===== src/hw/rtl/md4_pkg.sv =====
// Shared types, constants and step tables of the MD4 hash engine.
package md4_pkg;

  typedef logic [31:0] word_t;
  typedef logic [5:0]  step_t;
  typedef logic [3:0]  widx_t;

  // Initial chaining values and round constants.
  localparam word_t IV0 = 32'h67452301;
  localparam word_t IV1 = 32'hEFCDAB89;
  localparam word_t IV2 = 32'h98BADCFE;
  localparam word_t IV3 = 32'h10325476;
  localparam word_t K1  = 32'h5A827999;
  localparam word_t K2  = 32'h6ED9EBA1;

  localparam logic [7:0] PAD_BYTE  = 8'h80;
  localparam logic [5:0] LEN_POS   = 6'd56;
  localparam logic [5:0] LAST_POS  = 6'd63;
  localparam step_t      LAST_STEP = 6'd47;

  // Round selector taken from the top bits of the step number.
  localparam logic [1:0] RND_F = 2'd0;
  localparam logic [1:0] RND_G = 2'd1;

  // Overlay applied to message words while the padded tail is compressed.
  typedef struct packed {
    logic  mask;      // words above pad_word read as zero
    logic  zero_all;  // every word reads as zero, but len_en words
    logic  len_en;    // words 14 and 15 read as the bit length
    widx_t pad_word;  // word that holds the 0x80 marker
  } msk_t;

  // Message word used by a step: straight, column order, then bit-reversed.
  function automatic widx_t word_idx(input step_t s);
    widx_t r;
    unique case (s[5:4])
      RND_F:   r = s[3:0];
      RND_G:   r = {s[1:0], s[3:2]};
      default: r = {s[0], s[1], s[2], s[3]};
    endcase
    return r;
  endfunction

  // Left rotation amount of a step.
  function automatic logic [4:0] rot_amt(input step_t s);
    logic [4:0] r;
    case ({s[5:4], s[1:0]})
      4'b0000: r = 5'd3;
      4'b0001: r = 5'd7;
      4'b0010: r = 5'd11;
      4'b0011: r = 5'd19;
      4'b0100: r = 5'd3;
      4'b0101: r = 5'd5;
      4'b0110: r = 5'd9;
      4'b0111: r = 5'd13;
      4'b1000: r = 5'd3;
      4'b1001: r = 5'd9;
      4'b1010: r = 5'd11;
      default: r = 5'd15;
    endcase
    return r;
  endfunction

  // Byte reversal so that the first digest byte lands in the top bits.
  function automatic word_t bswap(input word_t x);
    return {x[7:0], x[15:8], x[23:16], x[31:24]};
  endfunction

endpackage


===== src/hw/rtl/md4_if.sv =====
// Valid/ready channel interfaces for message bytes and digest results.
interface md4_msg_if;
  logic       valid;
  logic       ready;
  logic       byte_valid;
  logic [7:0] data_byte;
  logic       last_item;

  modport source (output valid, output byte_valid, output data_byte, output last_item,
                  input ready);
  modport sink (input valid, input byte_valid, input data_byte, input last_item,
                output ready);
endinterface

interface md4_dig_if;
  logic        valid;
  logic        ready;
  logic [31:0] digest_word0;
  logic [31:0] digest_word1;
  logic [31:0] digest_word2;
  logic [31:0] digest_word3;

  modport source (output valid, output digest_word0, output digest_word1,
                  output digest_word2, output digest_word3, input ready);
  modport sink (input valid, input digest_word0, input digest_word1,
                input digest_word2, input digest_word3, output ready);
endinterface


===== src/hw/rtl/md4_msg_ram.sv =====
// Sixteen-word message block memory with registered read and padding overlay.
module md4_msg_ram (
  input  logic          clk,
  input  logic          we,
  input  md4_pkg::widx_t waddr,
  input  md4_pkg::word_t wdata,
  input  md4_pkg::widx_t raddr,
  input  md4_pkg::msk_t  msk,
  input  logic [63:0]   bit_len,
  output md4_pkg::word_t rdata
);

  md4_pkg::word_t mem [16];
  md4_pkg::word_t rd_q;
  md4_pkg::widx_t idx_q;

  // Single write port.
  always_ff @(posedge clk) begin
    if (we) begin
      mem[waddr] <= wdata;
    end
  end

  // Registered read port; the index is kept for the overlay.
  always_ff @(posedge clk) begin
    rd_q  <= mem[raddr];
    idx_q <= raddr;
  end

  // Padding overlay: zero fill past the marker word or of the whole block, and the length in the last two words.
  always_comb begin
    if (msk.len_en && idx_q == 4'd14) begin
      rdata = bit_len[31:0];
    end else if (msk.len_en && idx_q == 4'd15) begin
      rdata = bit_len[63:32];
    end else if (msk.zero_all) begin
      rdata = '0;
    end else if (msk.mask && idx_q > msk.pad_word) begin
      rdata = '0;
    end else begin
      rdata = rd_q;
    end
  end

endmodule


===== src/hw/rtl/md4_round.sv =====
// One MD4 step: round function, additions and rotation of the working word.
module md4_round (
  input  logic [3:0][31:0] wk,
  input  md4_pkg::step_t   step,
  input  md4_pkg::word_t   m,
  output logic [1:0]       a_sel,
  output md4_pkg::word_t   a_new
);

  md4_pkg::word_t b, c, d, f, k, sum;
  logic [63:0]    rot;

  // The target word rotates backwards through the four working words.
  assign a_sel = 2'(~step[1:0] + 2'd1);
  assign b     = wk[2'(a_sel + 2'd1)];
  assign c     = wk[2'(a_sel + 2'd2)];
  assign d     = wk[2'(a_sel + 2'd3)];

  // Round function and constant.
  always_comb begin
    unique case (step[5:4])
      md4_pkg::RND_F: begin
        f = (b & c) | (~b & d);
        k = '0;
      end
      md4_pkg::RND_G: begin
        f = (b & c) | (b & d) | (c & d);
        k = md4_pkg::K1;
      end
      default: begin
        f = b ^ c ^ d;
        k = md4_pkg::K2;
      end
    endcase
  end

  assign sum   = wk[a_sel] + f + m + k;
  assign rot   = {sum, sum} << md4_pkg::rot_amt(step);
  assign a_new = rot[63:32];

endmodule


===== src/hw/rtl/md4_hash_engine.sv =====
// MD4 hash engine top level: control sequencer, chaining state and result register.
//
// The msg channel takes one request per cycle while the engine is idle. A request
// carries at most one message byte (byte_valid) and may mark the end of the message
// (last_item). The dig channel returns the four digest words of a message, each
// with the first digest byte in its top bits.
// The 64th byte of a block starts a compression (one read setup, 48 steps, one
// chaining add), during which msg.ready is low; the block memory read port feeds
// one message word per step.
// A last request adds a state to write the 0x80 marker, then one compression, or
// two when the tail leaves no room for the length, then a load of the result
// register that raises dig.valid.
// Reset returns the chaining words to the initial values, clears the bit length and
// drops any pending result. A stalled dig receiver holds the result in its register;
// the engine keeps taking bytes and only waits at the next result load.
module md4_hash_engine (
  input  logic         clk,
  input  logic         rst,
  md4_msg_if.sink      msg,
  md4_dig_if.source    dig
);

  typedef enum logic [5:0] {
    ST_IDLE  = 6'b000001,
    ST_PAD   = 6'b000010,
    ST_CINIT = 6'b000100,
    ST_CSTEP = 6'b001000,
    ST_CDONE = 6'b010000,
    ST_EMIT  = 6'b100000
  } state_t;

  state_t           state, state_next;
  md4_pkg::step_t   step;
  logic [3:0][31:0] wk;
  logic [3:0][31:0] chain;
  logic [63:0]      bit_len;
  md4_pkg::word_t   wbuf;
  logic             pend_last;
  md4_pkg::msk_t    msk;
  logic             out_valid;
  logic [3:0][31:0] out_word;

  logic             take;
  logic [5:0]       pos;
  logic [7:0]       lane_byte;
  md4_pkg::word_t   wnew;
  logic             mem_we;
  md4_pkg::widx_t   raddr;
  md4_pkg::word_t   rdata;
  logic [1:0]       a_sel;
  md4_pkg::word_t   a_new;
  logic             emit_load;

  assign take      = msg.valid && msg.ready;
  assign msg.ready = (state == ST_IDLE);
  assign pos       = bit_len[8:3];

  // Byte lane insert: lane zero starts a fresh word, other lanes merge into it.
  assign lane_byte = (state == ST_PAD) ? md4_pkg::PAD_BYTE : msg.data_byte;
  assign wnew      = (pos[1:0] == 2'd0) ? {24'd0, lane_byte}
                                        : wbuf | (32'(lane_byte) << {pos[1:0], 3'b000});
  assign mem_we    = (take && msg.byte_valid) || (state == ST_PAD);

  // Read address runs one step ahead of the round logic.
  assign raddr = (state == ST_CSTEP) ? md4_pkg::word_idx(6'(step + 6'd1))
                                     : md4_pkg::word_idx(6'd0);

  md4_msg_ram u_ram (
    .clk     (clk),
    .we      (mem_we),
    .waddr   (pos[5:2]),
    .wdata   (wnew),
    .raddr   (raddr),
    .msk     (msk),
    .bit_len (bit_len),
    .rdata   (rdata)
  );

  md4_round u_round (
    .wk    (wk),
    .step  (step),
    .m     (rdata),
    .a_sel (a_sel),
    .a_new (a_new)
  );

  assign emit_load = (state == ST_EMIT) && (!out_valid || dig.ready);

  // Sequencer.
  always_comb begin
    state_next = state;
    unique case (state)
      ST_IDLE: begin
        if (take && msg.byte_valid && pos == md4_pkg::LAST_POS) begin
          state_next = ST_CINIT;
        end else if (take && msg.last_item) begin
          state_next = ST_PAD;
        end
      end
      ST_PAD:   state_next = ST_CINIT;
      ST_CINIT: state_next = ST_CSTEP;
      ST_CSTEP: begin
        if (step == md4_pkg::LAST_STEP) begin
          state_next = ST_CDONE;
        end
      end
      ST_CDONE: begin
        if (!msk.mask && !msk.zero_all) begin
          state_next = pend_last ? ST_PAD : ST_IDLE;
        end else if (!msk.len_en) begin
          state_next = ST_CINIT;
        end else begin
          state_next = ST_EMIT;
        end
      end
      ST_EMIT: begin
        if (emit_load) begin
          state_next = ST_IDLE;
        end
      end
      default: state_next = ST_IDLE;
    endcase
  end

  // Control state.
  always_ff @(posedge clk) begin
    if (rst) begin
      state     <= ST_IDLE;
      step      <= '0;
      chain     <= {md4_pkg::IV3, md4_pkg::IV2, md4_pkg::IV1, md4_pkg::IV0};
      bit_len   <= '0;
      pend_last <= 1'b0;
      msk       <= '0;
      out_valid <= 1'b0;
    end else begin
      state <= state_next;
      if (take && msg.byte_valid) begin
        bit_len <= bit_len + 64'd8;
      end
      if (take) begin
        pend_last <= msg.last_item;
        msk       <= '0;
      end
      // Marker write decides whether the length fits in this block.
      if (state == ST_PAD) begin
        pend_last <= 1'b0;
        msk       <= '{mask: 1'b1, zero_all: 1'b0, len_en: (pos < md4_pkg::LEN_POS),
                       pad_word: pos[5:2]};
      end
      if (state == ST_CSTEP) begin
        step <= (step == md4_pkg::LAST_STEP) ? 6'd0 : 6'(step + 6'd1);
      end
      if (state == ST_CDONE) begin
        for (int i = 0; i < 4; i++) begin
          chain[i] <= chain[i] + wk[i];
        end
        // A marker block without room for the length is followed by a length-only block.
        if (msk.mask && !msk.len_en) begin
          msk <= '{mask: 1'b0, zero_all: 1'b1, len_en: 1'b1, pad_word: msk.pad_word};
        end
      end
      if (emit_load) begin
        chain   <= {md4_pkg::IV3, md4_pkg::IV2, md4_pkg::IV1, md4_pkg::IV0};
        bit_len <= '0;
      end
      if (emit_load) begin
        out_valid <= 1'b1;
      end else if (dig.ready) begin
        out_valid <= 1'b0;
      end
    end
  end

  // Working words, byte assembly buffer and result register.
  always_ff @(posedge clk) begin
    if (mem_we) begin
      wbuf <= wnew;
    end
    if (state == ST_CINIT) begin
      wk <= chain;
    end else if (state == ST_CSTEP) begin
      wk[a_sel] <= a_new;
    end
    if (emit_load) begin
      for (int i = 0; i < 4; i++) begin
        out_word[i] <= md4_pkg::bswap(chain[i]);
      end
    end
  end

  assign dig.valid        = out_valid;
  assign dig.digest_word0 = out_word[0];
  assign dig.digest_word1 = out_word[1];
  assign dig.digest_word2 = out_word[2];
  assign dig.digest_word3 = out_word[3];

`ifndef ASSERT_OFF
  // The step counter only moves during the step phase and never passes the last step.
  a_step_range: assert property (@(posedge clk) disable iff (rst)
    (step <= md4_pkg::LAST_STEP) && (state == ST_CSTEP || step == 6'd0))
    else $error("step counter out of range");

  // The block memory is never written while a compression reads it.
  a_no_write_in_steps: assert property (@(posedge clk) disable iff (rst)
    (state == ST_CINIT || state == ST_CSTEP || state == ST_CDONE) |-> !mem_we)
    else $error("message write during compression");

  // The length-only block always carries the length.
  a_zero_has_len: assert property (@(posedge clk) disable iff (rst)
    msk.zero_all |-> msk.len_en)
    else $error("zero block without length");

  // A result load restarts the chain and the length for the next message.
  a_emit_restart: assert property (@(posedge clk) disable iff (rst)
    emit_load |=> (bit_len == 64'd0) && (chain[0] == md4_pkg::IV0) && dig.valid)
    else $error("engine not restarted after result");

  // A result is only loaded after a compression of the padded tail.
  a_emit_after_tail: assert property (@(posedge clk) disable iff (rst)
    $rose(state == ST_EMIT) |-> $past(state == ST_CDONE) && msk.len_en)
    else $error("result without padded tail");
`endif

endmodule


===== src/flat_wrapper.sv =====
// flat-port wrapper written by rule: the top's interface ports become plain ports
module md4_hash_engine_flat 
  (clk, rst, msg_valid, msg_byte_valid, msg_data_byte, msg_last_item, msg_ready, dig_valid, dig_digest_word0, dig_digest_word1, dig_digest_word2, dig_digest_word3, dig_ready);
  md4_msg_if msg_i ();
  md4_dig_if dig_i ();
  input  logic clk;
  input  logic rst;
  input wire logic [$bits(msg_i.valid)-1:0] msg_valid;
  input wire logic [$bits(msg_i.byte_valid)-1:0] msg_byte_valid;
  input wire logic [$bits(msg_i.data_byte)-1:0] msg_data_byte;
  input wire logic [$bits(msg_i.last_item)-1:0] msg_last_item;
  output wire logic [$bits(msg_i.ready)-1:0] msg_ready;
  output wire logic [$bits(dig_i.valid)-1:0] dig_valid;
  output wire logic [$bits(dig_i.digest_word0)-1:0] dig_digest_word0;
  output wire logic [$bits(dig_i.digest_word1)-1:0] dig_digest_word1;
  output wire logic [$bits(dig_i.digest_word2)-1:0] dig_digest_word2;
  output wire logic [$bits(dig_i.digest_word3)-1:0] dig_digest_word3;
  input wire logic [$bits(dig_i.ready)-1:0] dig_ready;
  assign msg_i.valid = msg_valid;
  assign msg_i.byte_valid = msg_byte_valid;
  assign msg_i.data_byte = msg_data_byte;
  assign msg_i.last_item = msg_last_item;
  assign msg_ready = msg_i.ready;
  assign dig_valid = dig_i.valid;
  assign dig_digest_word0 = dig_i.digest_word0;
  assign dig_digest_word1 = dig_i.digest_word1;
  assign dig_digest_word2 = dig_i.digest_word2;
  assign dig_digest_word3 = dig_i.digest_word3;
  assign dig_i.ready = dig_ready;
  md4_hash_engine u_core (.clk(clk), .rst(rst), .msg(msg_i), .dig(dig_i));
endmodule

===== config.mk =====
export PLATFORM = sky130hd
export DESIGN_NAME = md4_hash_engine_flat
export DESIGN_NICKNAME = d
export VERILOG_FILES = /design/src/hw/rtl/md4_pkg.sv /design/src/hw/rtl/md4_if.sv /design/src/hw/rtl/md4_msg_ram.sv /design/src/hw/rtl/md4_round.sv /design/src/hw/rtl/md4_hash_engine.sv /design/src/flat_wrapper.sv
export SDC_FILE = /design/constraint.sdc
export NUM_CORES = 2
export LEC_CHECK = 0
export BUFFER_PORTS_ARGS = -buffer_cell sky130_fd_sc_hd__buf_2
export CORE_MARGIN = 5
export CORE_UTILIZATION = 64
export DETAILED_ROUTE_END_ITERATION = 10
export GPL_ROUTABILITY_DRIVEN = 0
export PLACE_DENSITY = 0.84
export SLEW_MARGIN = 5
export SYNTH_ARGS = -nofsm -noshare
export SYNTH_HDL_FRONTEND = slang
export SYNTH_HIERARCHICAL = 1
export SYNTH_SLANG_ARGS = --single-unit

===== constraint.sdc =====
create_clock -name clk -period 11.2 [get_ports clk]
set_clock_uncertainty 0.2 [all_clocks]
set_input_delay 2.24 -clock clk [delete_from_list [all_inputs] [get_ports clk]]
set_output_delay 2.24 -clock clk [all_outputs]
set_load 0.02 [all_outputs]

* After elaboration in Yosys (flattened, before gate mapping) *
Memory sizes are Yosys's and may differ from the RTL's. A register that Yosys moved wholly into a read port is not among the register bits.
Cells that the tools add are included.

word-level totals
  word-level logic and storage cells = 142
  bits in read-only memories = 64
  bits of input ports = 14
  bits in registers = 505
  memories = 2
  RAM bits = 512

memories
  memory            depth  width  read ports  clocked after memory_dff  write ports  line               text
  u_core.u_ram.mem  16     32     1           1                         1            md4_msg_ram.sv:13  md4_pkg::word_t mem [16];
  (no name shown)   16     4      1           1                         0            md4_pkg.sv:47      case ({s[5:4], s[1:0]})

cells by class
  reduce and logical (&&, ||, !) cells = 25
  add/sub/neg operators = 13
  eq/ne operators = 16
  bitwise operators = 12
  order comparisons = 7
  mux-type cells = 42
  shifts and indexed selects = 2

operators by type and width
  kind                                                                   count
  32-bit 2-to-1 mux                                                      10
  32-bit binary-select mux with 2-bit select                             4
  128-bit 2-to-1 mux                                                     2
  32-bit adder                                                           7
  32-bit bitwise AND                                                     4
  128-bit bitwise mux                                                    1
  32-bit OR                                                              4
  64-bit by 4-bit adder with 64-bit output (second input constant)       1
  32-bit demux with 2-bit select                                         1
  32-bit case mux with 2 select lines                                    1
  64-bit by 5-bit left shift with 64-bit output                          1
  32-bit XOR                                                             2
  31-bit case mux with 2 select lines                                    1
  6-bit 2-to-1 mux                                                       7
  6-bit case mux with 6 select lines                                     1
  32-bit NOT                                                             1
  8-bit by 5-bit left shift with 32-bit output                           1
  7-bit 2-to-1 mux                                                       4
  6-bit equality test (second input constant)                            3
  2-bit by 3-bit < comparator with 1-bit output (second input constant)  4
  4-bit 2-to-1 mux                                                       3
  1-bit logical AND                                                      11
  4-bit equality test (second input constant)                            2
  8-bit 2-to-1 mux                                                       1
  25 further kinds                                                       40

* Longest topological paths before layout *
  depth after elaboration = 16
  mapped depth = 32

* Hierarchy *
The synthesis kept the hierarchy.

modules (own cells, without submodules)
  module           times used  sequential area each (µm²)  cells an instance  area an instance (µm²)
  md4_hash_engine  1           12,852.3                    2,564              24,860.1
  md4_msg_ram      1           16,095.4                    1,040              21,077.7
  md4_round        1           0.0                         1,494              11,725.0

* Worst setup path after synthesis *
OpenSTA, ideal clock, no wires.

  path type = input-to-reg
  start point = input port dig_ready
  end point = register u_core.bit_len[39]
  path slack = 1.279 ns
  stages on the path = 7
  path buffers = 3
  arrival time = 9.593 ns
  cell sequence = nand2b_1 > nor2b_1 > or2_2 > clkbuf_1 > clkbuf_1 > buf_1 > nor2_1

between the ends
  longest elaborated chain between the ends = 3

ends and longest elaborated chain
  item                                 line                    text
  start: declaration                   flat_wrapper.sv:18      input wire logic [$bits(dig_i.ready)-1:0] dig_ready;
  1-bit logical OR                     md4_hash_engine.sv:87   assign emit_load = (state == ST_EMIT) && (!out_valid || dig.ready);
  1-bit logical AND                    md4_hash_engine.sv:87
  net u_core.emit_load                 md4_hash_engine.sv:52   logic emit_load;
  2-bit OR reduction (no source line)  --
  end signal: assignment               md4_hash_engine.sv:138  bit_len <= bit_len + 64'd8;
  end: declaration                     md4_hash_engine.sv:36   logic [63:0] bit_len;

The timed path passes the listed nets, and every way through them passes these cells.
A chain may end at the register's enable or synchronous reset.

* Worst setup path in the final report *
  start point = register u_core.step[0]
  end point = register u_core/wk[1] (netlist name), data pin

between the ends
  longest elaborated chain between the ends = 16

ends and longest elaborated chain
  item                                                                  line                                               text
  start: declaration                                                    md4_hash_engine.sv:33                              md4_pkg::step_t step;
  start signal: assignment                                              md4_hash_engine.sv:151                             step <= (step == md4_pkg::LAST_STEP) ? 6'd0 : 6'(step + 6'd1);
  2-bit NOT (*)                                                         md4_round.sv:14                                    assign a_sel = 2'(~step[1:0] + 2'd1);
  2-bit by 1-bit adder with 2-bit output (*)                            md4_round.sv:14
  2-bit by 1-bit adder with 2-bit output (tied with other cells)        md4_round.sv:15                                    assign b = wk[2'(a_sel + 2'd1)];
  32-bit binary-select mux with 2-bit select, on equally long branches  md4_round.sv:15, md4_round.sv:16, md4_round.sv:17
  32-bit 2-to-1 mux, on equally long branches                           md4_round.sv:15, md4_round.sv:16, md4_round.sv:17
  32-bit bitwise AND (tied with other cells)                            md4_round.sv:23, md4_round.sv:27
  32-bit OR or 32-bit bitwise AND (tied branches)                       md4_round.sv:27, md4_round.sv:23
  32-bit OR, on equally long branches                                   md4_round.sv:27, md4_round.sv:23
  32-bit case mux with 2 select lines                                   md4_round.sv:21                                    unique case (step[5:4])
  32-bit adder (*) (3 in series)                                        md4_round.sv:37                                    assign sum = wk[a_sel] + f + m + k;
  64-bit by 5-bit left shift with 64-bit output (*)                     md4_round.sv:38                                    assign rot = {sum, sum} << md4_pkg::rot_amt(step);
  net u_core.a_new[1]                                                   md4_hash_engine.sv:51                              md4_pkg::word_t a_new;
  128-bit bitwise mux (*)                                               md4_hash_engine.sv:182                             wk[a_sel] <= a_new;
  128-bit 2-to-1 mux (*)                                                md4_hash_engine.sv:181                             end else if (state == ST_CSTEP) begin
  128-bit 2-to-1 mux (*)                                                md4_hash_engine.sv:179                             if (state == ST_CINIT) begin
  end signal: assignment                                                md4_hash_engine.sv:180                             wk <= chain;
  end signal: indexed assignment                                        md4_hash_engine.sv:182
  end: declaration                                                      md4_hash_engine.sv:34                              logic [3:0][31:0] wk;

The timed path passes the listed nets; every way through them passes the cells marked *. The select of a mux whose other input is x is not followed.

==> parameters.txt <==
Parameter                              Value

Routing
  Number of routed nets with antenna violations ... 0
  Routed length per instance ... 26.9 um
  Detailed Routing Iterations Pass 1 ... 11
  Via-to-Cell Ratio ... slightly above 7
  Routed wire length ... 172000 um
  Number of DRC violations after detailed-routing iteration 0 ... 7666
  Total number of vias ... 45406
  Detailed-route DRC error count ... 1

Setup path
  Worst path required time ... 11.50 ns
  Crit path DAT ... slightly above 9 ns
  Maximum fanout count along the critical path ... 169
  CP Class ... flop to flop
  Beginning of the worst register-to-register path ... u_core/step[0]$_SDFFE_PP0P_
  Startpoint types ... flop
  Launching instance or port of the critical path ... u_core/step[0]$_SDFFE_PP0P_
  Worst Setup End Kind ... flop
  Setup slack, reg-to-reg ... around 2.3 ns

Timing
  Aggregate negative setup slack ... 0 ns
  Measured slew at the worst slew-check pin ... 1.32 ns
  RSZ-0062 raised after global routing ... false
  Final cycle utilization of the critical path ... about four fifths
  Setup violation total in the final timing report ... 0
  Number of slew-limit violations in the final report ... 0
  Slew margin rel. ... 11.5%
  Fmax ... roughly 110 MHz
  Hold Violations, Final ... 0
  Min Clock Period, post-route ... 8.90 ns
  PnR worst setup slack ... approximately 2.3 ns

Global route
  GRT Total Usage ... roughly a third
  Congestion Overflow GR ... 0
  Vias in the first global route ... 42596
  Pin count of the biggest net entering global routing ... 170
  Wire length of the first global-routing pass ... 257000 um
  Number of antenna violations at the first check in global routing ... 5

Synthesis
  Ys async rst share ... 0%
  Synthesized cell area ... 57700 um2
  Portion of the post-synthesis area used by sequential elements ... between 50% and 60%
  Post-synthesis instance total ... roughly 5100
  Most frequently used flop master after synthesis ... sky130_fd_sc_hd__edfxtp_1
  Number of synthesized register bits ... 1046
  Post-Syn Area per Cell ... 11.3 um2
  Yosys cell types ... 97
  Number of enable-type register cells in the synthesized netlist ... 800
  Count of warnings emitted by yosys ... 6

Min path
  Worst hold path startpoint ... u_core/chain[24]$_SDFFE_PP1N_
  Hold crit path type ... flop to flop

Clock tree
  Cell chosen for the clock root ... sky130_fd_sc_hd__clkbuf_16
  Setup Fix Bufs, Post-CTS ... 0
  Clock transition at the registers of the reported paths ... 0.06 ns
  Quantity of gates resized following cts ... 0
  Clock buffer depth ... 3
  Count of hold buffers inserted by post-cts repair ... 0
  Clk sink count ... 1046
  Clock latency on the worst-skew pair ... 0.75 ns
  Level count of the clock H-tree ... 3
  CTS tree ... yes
  TritonCTS Buffers ... 102

Run status
  Violations in the final reports ... DRC
  Outcome ... finished, violations left

Pwr
  Leakage ... between 20 and 25 nW
  Worst-case vdd ir drop ... 0.000205 V
  Power per cell area ... 145 nW/um2
  Fraction of power consumed by sequential logic ... 47.3%
  P_sw ... roughly 2.5 mW
  Final Total Pwr ... a little over 9 mW
  Logic pwr share ... 13.8%
  Switching share of total power ... between 20 and 30%
  Total internal power ... 6.64 mW
  Part of the total power dissipated in the clock network ... 38.9%

Cells and area
  Area growth from synthesis to final layout ... 9.32%
  Share of the core filled with cells in the final layout ... 70.2%
  Final nets ... 5403
  Post-route cell area ... between 60000 and 70000 um2
  Fraction of layout cells with a size suffix above 1 ... between 10% and 20%

Die
  Initial cell density of the core ... 64.3%
  CORE AREA ... about 90000 um2
  Number of I/O pins ... about 140
  Std cell rows ... 110
  Die ar. ... 96200 um2
  Chip Width ... 310 um
  Die height ... 310 um

Placement
  DP Area ... 59500 um2
  Count of input and output buffers ... 143
  Worst slack at placement ... around 2.7 ns
  Post-DP HPWL ... 109000 um

Flow run
  Max-cap check violation count ... 0
synthesized netlist by cell type, drive strengths merged (90+ instances only):
master | count | area (um2)
xor2 | 90 | 788
a21oi | 368 | 1850
inv | 186 | 698
nand2 | 648 | 2430
nor2 | 403 | 1510
edfxtp | 800 | 24000
a21o | 94 | 706
ha | 175 | 2190
dfxtp | 246 | 4920
o21ai | 184 | 928
nand3 | 215 | 1090
fa | 91 | 1820
buf | 91 | 425
nor3 | 110 | 588
mux4 | 247 | 5560
a211oi | 125 | 966
clkbuf | 211 | 793
power groups by stage:
stage | clock network (mW) | logic, mW | registers [mW]
global route | 3.74 | 1.32 | 4.32
finish | 3.55 | 1.26 | 4.33
detailed placement | 0 | 1.17 | 4.40
CTS | 3.56 | 1.19 | 4.32
global placement | 0 | 1.14 | 4.40
floorplan | 0 | 0.799 | 4.38
worst paths after layout:
path	endpoint	depth (start not counted)
setup reg to reg	u_core/wk[1]$_DFFE_PP_	20
hold reg to reg	u_core/dig.digest_word0[0]$_DFFE_PP_	0
hold / removal	u_core/dig.digest_word0[0]$_DFFE_PP_	0
setup / recovery	u_core/wk[1]$_DFFE_PP_	20
cell type report:
cell class,instances,area (um2)
antenna,3,7.51
clock buffer,140,2840
clock inverter,54,636
fill,5863,26700
inverter,187,702
multi-input combinational,3565,27100
sequential,1046,29000
tap,1176,1470
timing repair buffer,221,1340
worst max-delay path: stages (launching register included):
cell,delay [ns]
sky130_fd_sc_hd__dfxtp_4,0.39
sky130_fd_sc_hd__buf_4,0.56
sky130_fd_sc_hd__buf_12,0.68
sky130_fd_sc_hd__mux4_2,0.62
sky130_fd_sc_hd__fa_1,0.47
sky130_fd_sc_hd__o21ai_0,0.40
sky130_fd_sc_hd__fa_1,0.52
sky130_fd_sc_hd__fa_1,0.52
sky130_fd_sc_hd__inv_1,0.05
sky130_fd_sc_hd__ha_1,0.40
sky130_fd_sc_hd__a21o_1,0.26
sky130_fd_sc_hd__a2111oi_0,0.44
sky130_fd_sc_hd__a21boi_2,0.39
sky130_fd_sc_hd__nor4_1,0.11
sky130_fd_sc_hd__nor3_1,0.53
sky130_fd_sc_hd__mux2i_1,0.27
sky130_fd_sc_hd__mux2i_1,0.40
sky130_fd_sc_hd__nor2_1,0.11
sky130_fd_sc_hd__o31ai_1,0.89
sky130_fd_sc_hd__nand3_1,0.21
sky130_fd_sc_hd__nand2_1,0.14
cell families (layout without fill, tap and decap cells):
family                   after synthesis  after routing  share of synthesized area [%]
other                                  1              6                        0.00650
buffers and inverters                489            602                           3.33
flip-flops                          1046           1046                           50.2
AND/OR/NAND/NOR                     1600           1600                           12.3
multiplexers                         323            323                           11.0
adder cells (fa/ha/maj)              266            266                           6.96
XOR/XNOR                             177            177                           2.70
AO/OA/AOI/OAI                       1196           1196                           13.5
cell usage in the layout (no fill, tap or decap), types with 20 or more instances in the layout:
cell type / instances
sky130_fd_sc_hd__or3_1: 33
sky130_fd_sc_hd__a21oi_1: 365
sky130_fd_sc_hd__xor2_1: 90
sky130_fd_sc_hd__o211ai_1: 61
sky130_fd_sc_hd__a2111oi_0: 34
sky130_fd_sc_hd__nand4_1: 31
sky130_fd_sc_hd__edfxtp_1: 800
sky130_fd_sc_hd__nor2_1: 387
sky130_fd_sc_hd__clkinv_2: 20
sky130_fd_sc_hd__nand2_1: 648
sky130_fd_sc_hd__a21o_1: 94
sky130_fd_sc_hd__buf_2: 143
sky130_fd_sc_hd__nand2b_1: 30
sky130_fd_sc_hd__clkbuf_16: 103
sky130_fd_sc_hd__buf_4: 75
sky130_fd_sc_hd__mux2i_1: 63
sky130_fd_sc_hd__dfxtp_1: 244
sky130_fd_sc_hd__and3_1: 32
sky130_fd_sc_hd__fa_1: 91
sky130_fd_sc_hd__inv_1: 185
sky130_fd_sc_hd__ha_1: 173
sky130_fd_sc_hd__xnor2_1: 86
sky130_fd_sc_hd__o21bai_1: 22
sky130_fd_sc_hd__mux4_2: 247
sky130_fd_sc_hd__o22ai_1: 42
sky130_fd_sc_hd__a31oi_1: 31
sky130_fd_sc_hd__nor3_1: 100
sky130_fd_sc_hd__o21ai_0: 173
sky130_fd_sc_hd__nand3_1: 213
sky130_fd_sc_hd__o21a_1: 53
sky130_fd_sc_hd__a211oi_1: 119
sky130_fd_sc_hd__a22oi_1: 77
sky130_fd_sc_hd__clkbuf_1: 25
sequential cells by signal (all words and copies together) (netlist names):
register	flops
u_core/step	6
u_core/u_ram/rd_q	32
u_core/wbuf	32
u_core/dig.digest_word1	32
u_core/pend_last	1
u_core/bit_len	61
u_core/dig.digest_word2	32
u_core/msk	7
u_core/chain	128
u_core/state	6
u_core/wk	128
u_core/dig.valid	1
u_core/dig.digest_word0	32
u_core/u_ram/mem	512
u_core/u_ram/idx_q	4
u_core/dig.digest_word3	32
layer usage:
layer	GRT usage (%)	share of wire [%]	wire length (um)	vias to the layer above
met5	0.396	0.028	48	-
met4	17.2	6.5	11100	2
met3	9.49	14	24600	815
met2	53.1	44	75800	3841
met1	47.4	35	60300	21554
li1	-	-	-	19194
through the flow:
step / hold slack (ns) / cells
floorplan: 0.239 / 5100
global placement: 0.258 / 6194
detailed placement: 0.271 / 6194
CTS: 0.282 / 6388
global route: 0.284 / 6390
finish: 0.277 / 6392
No activity file was read; power rests on OpenSTA's default activity.
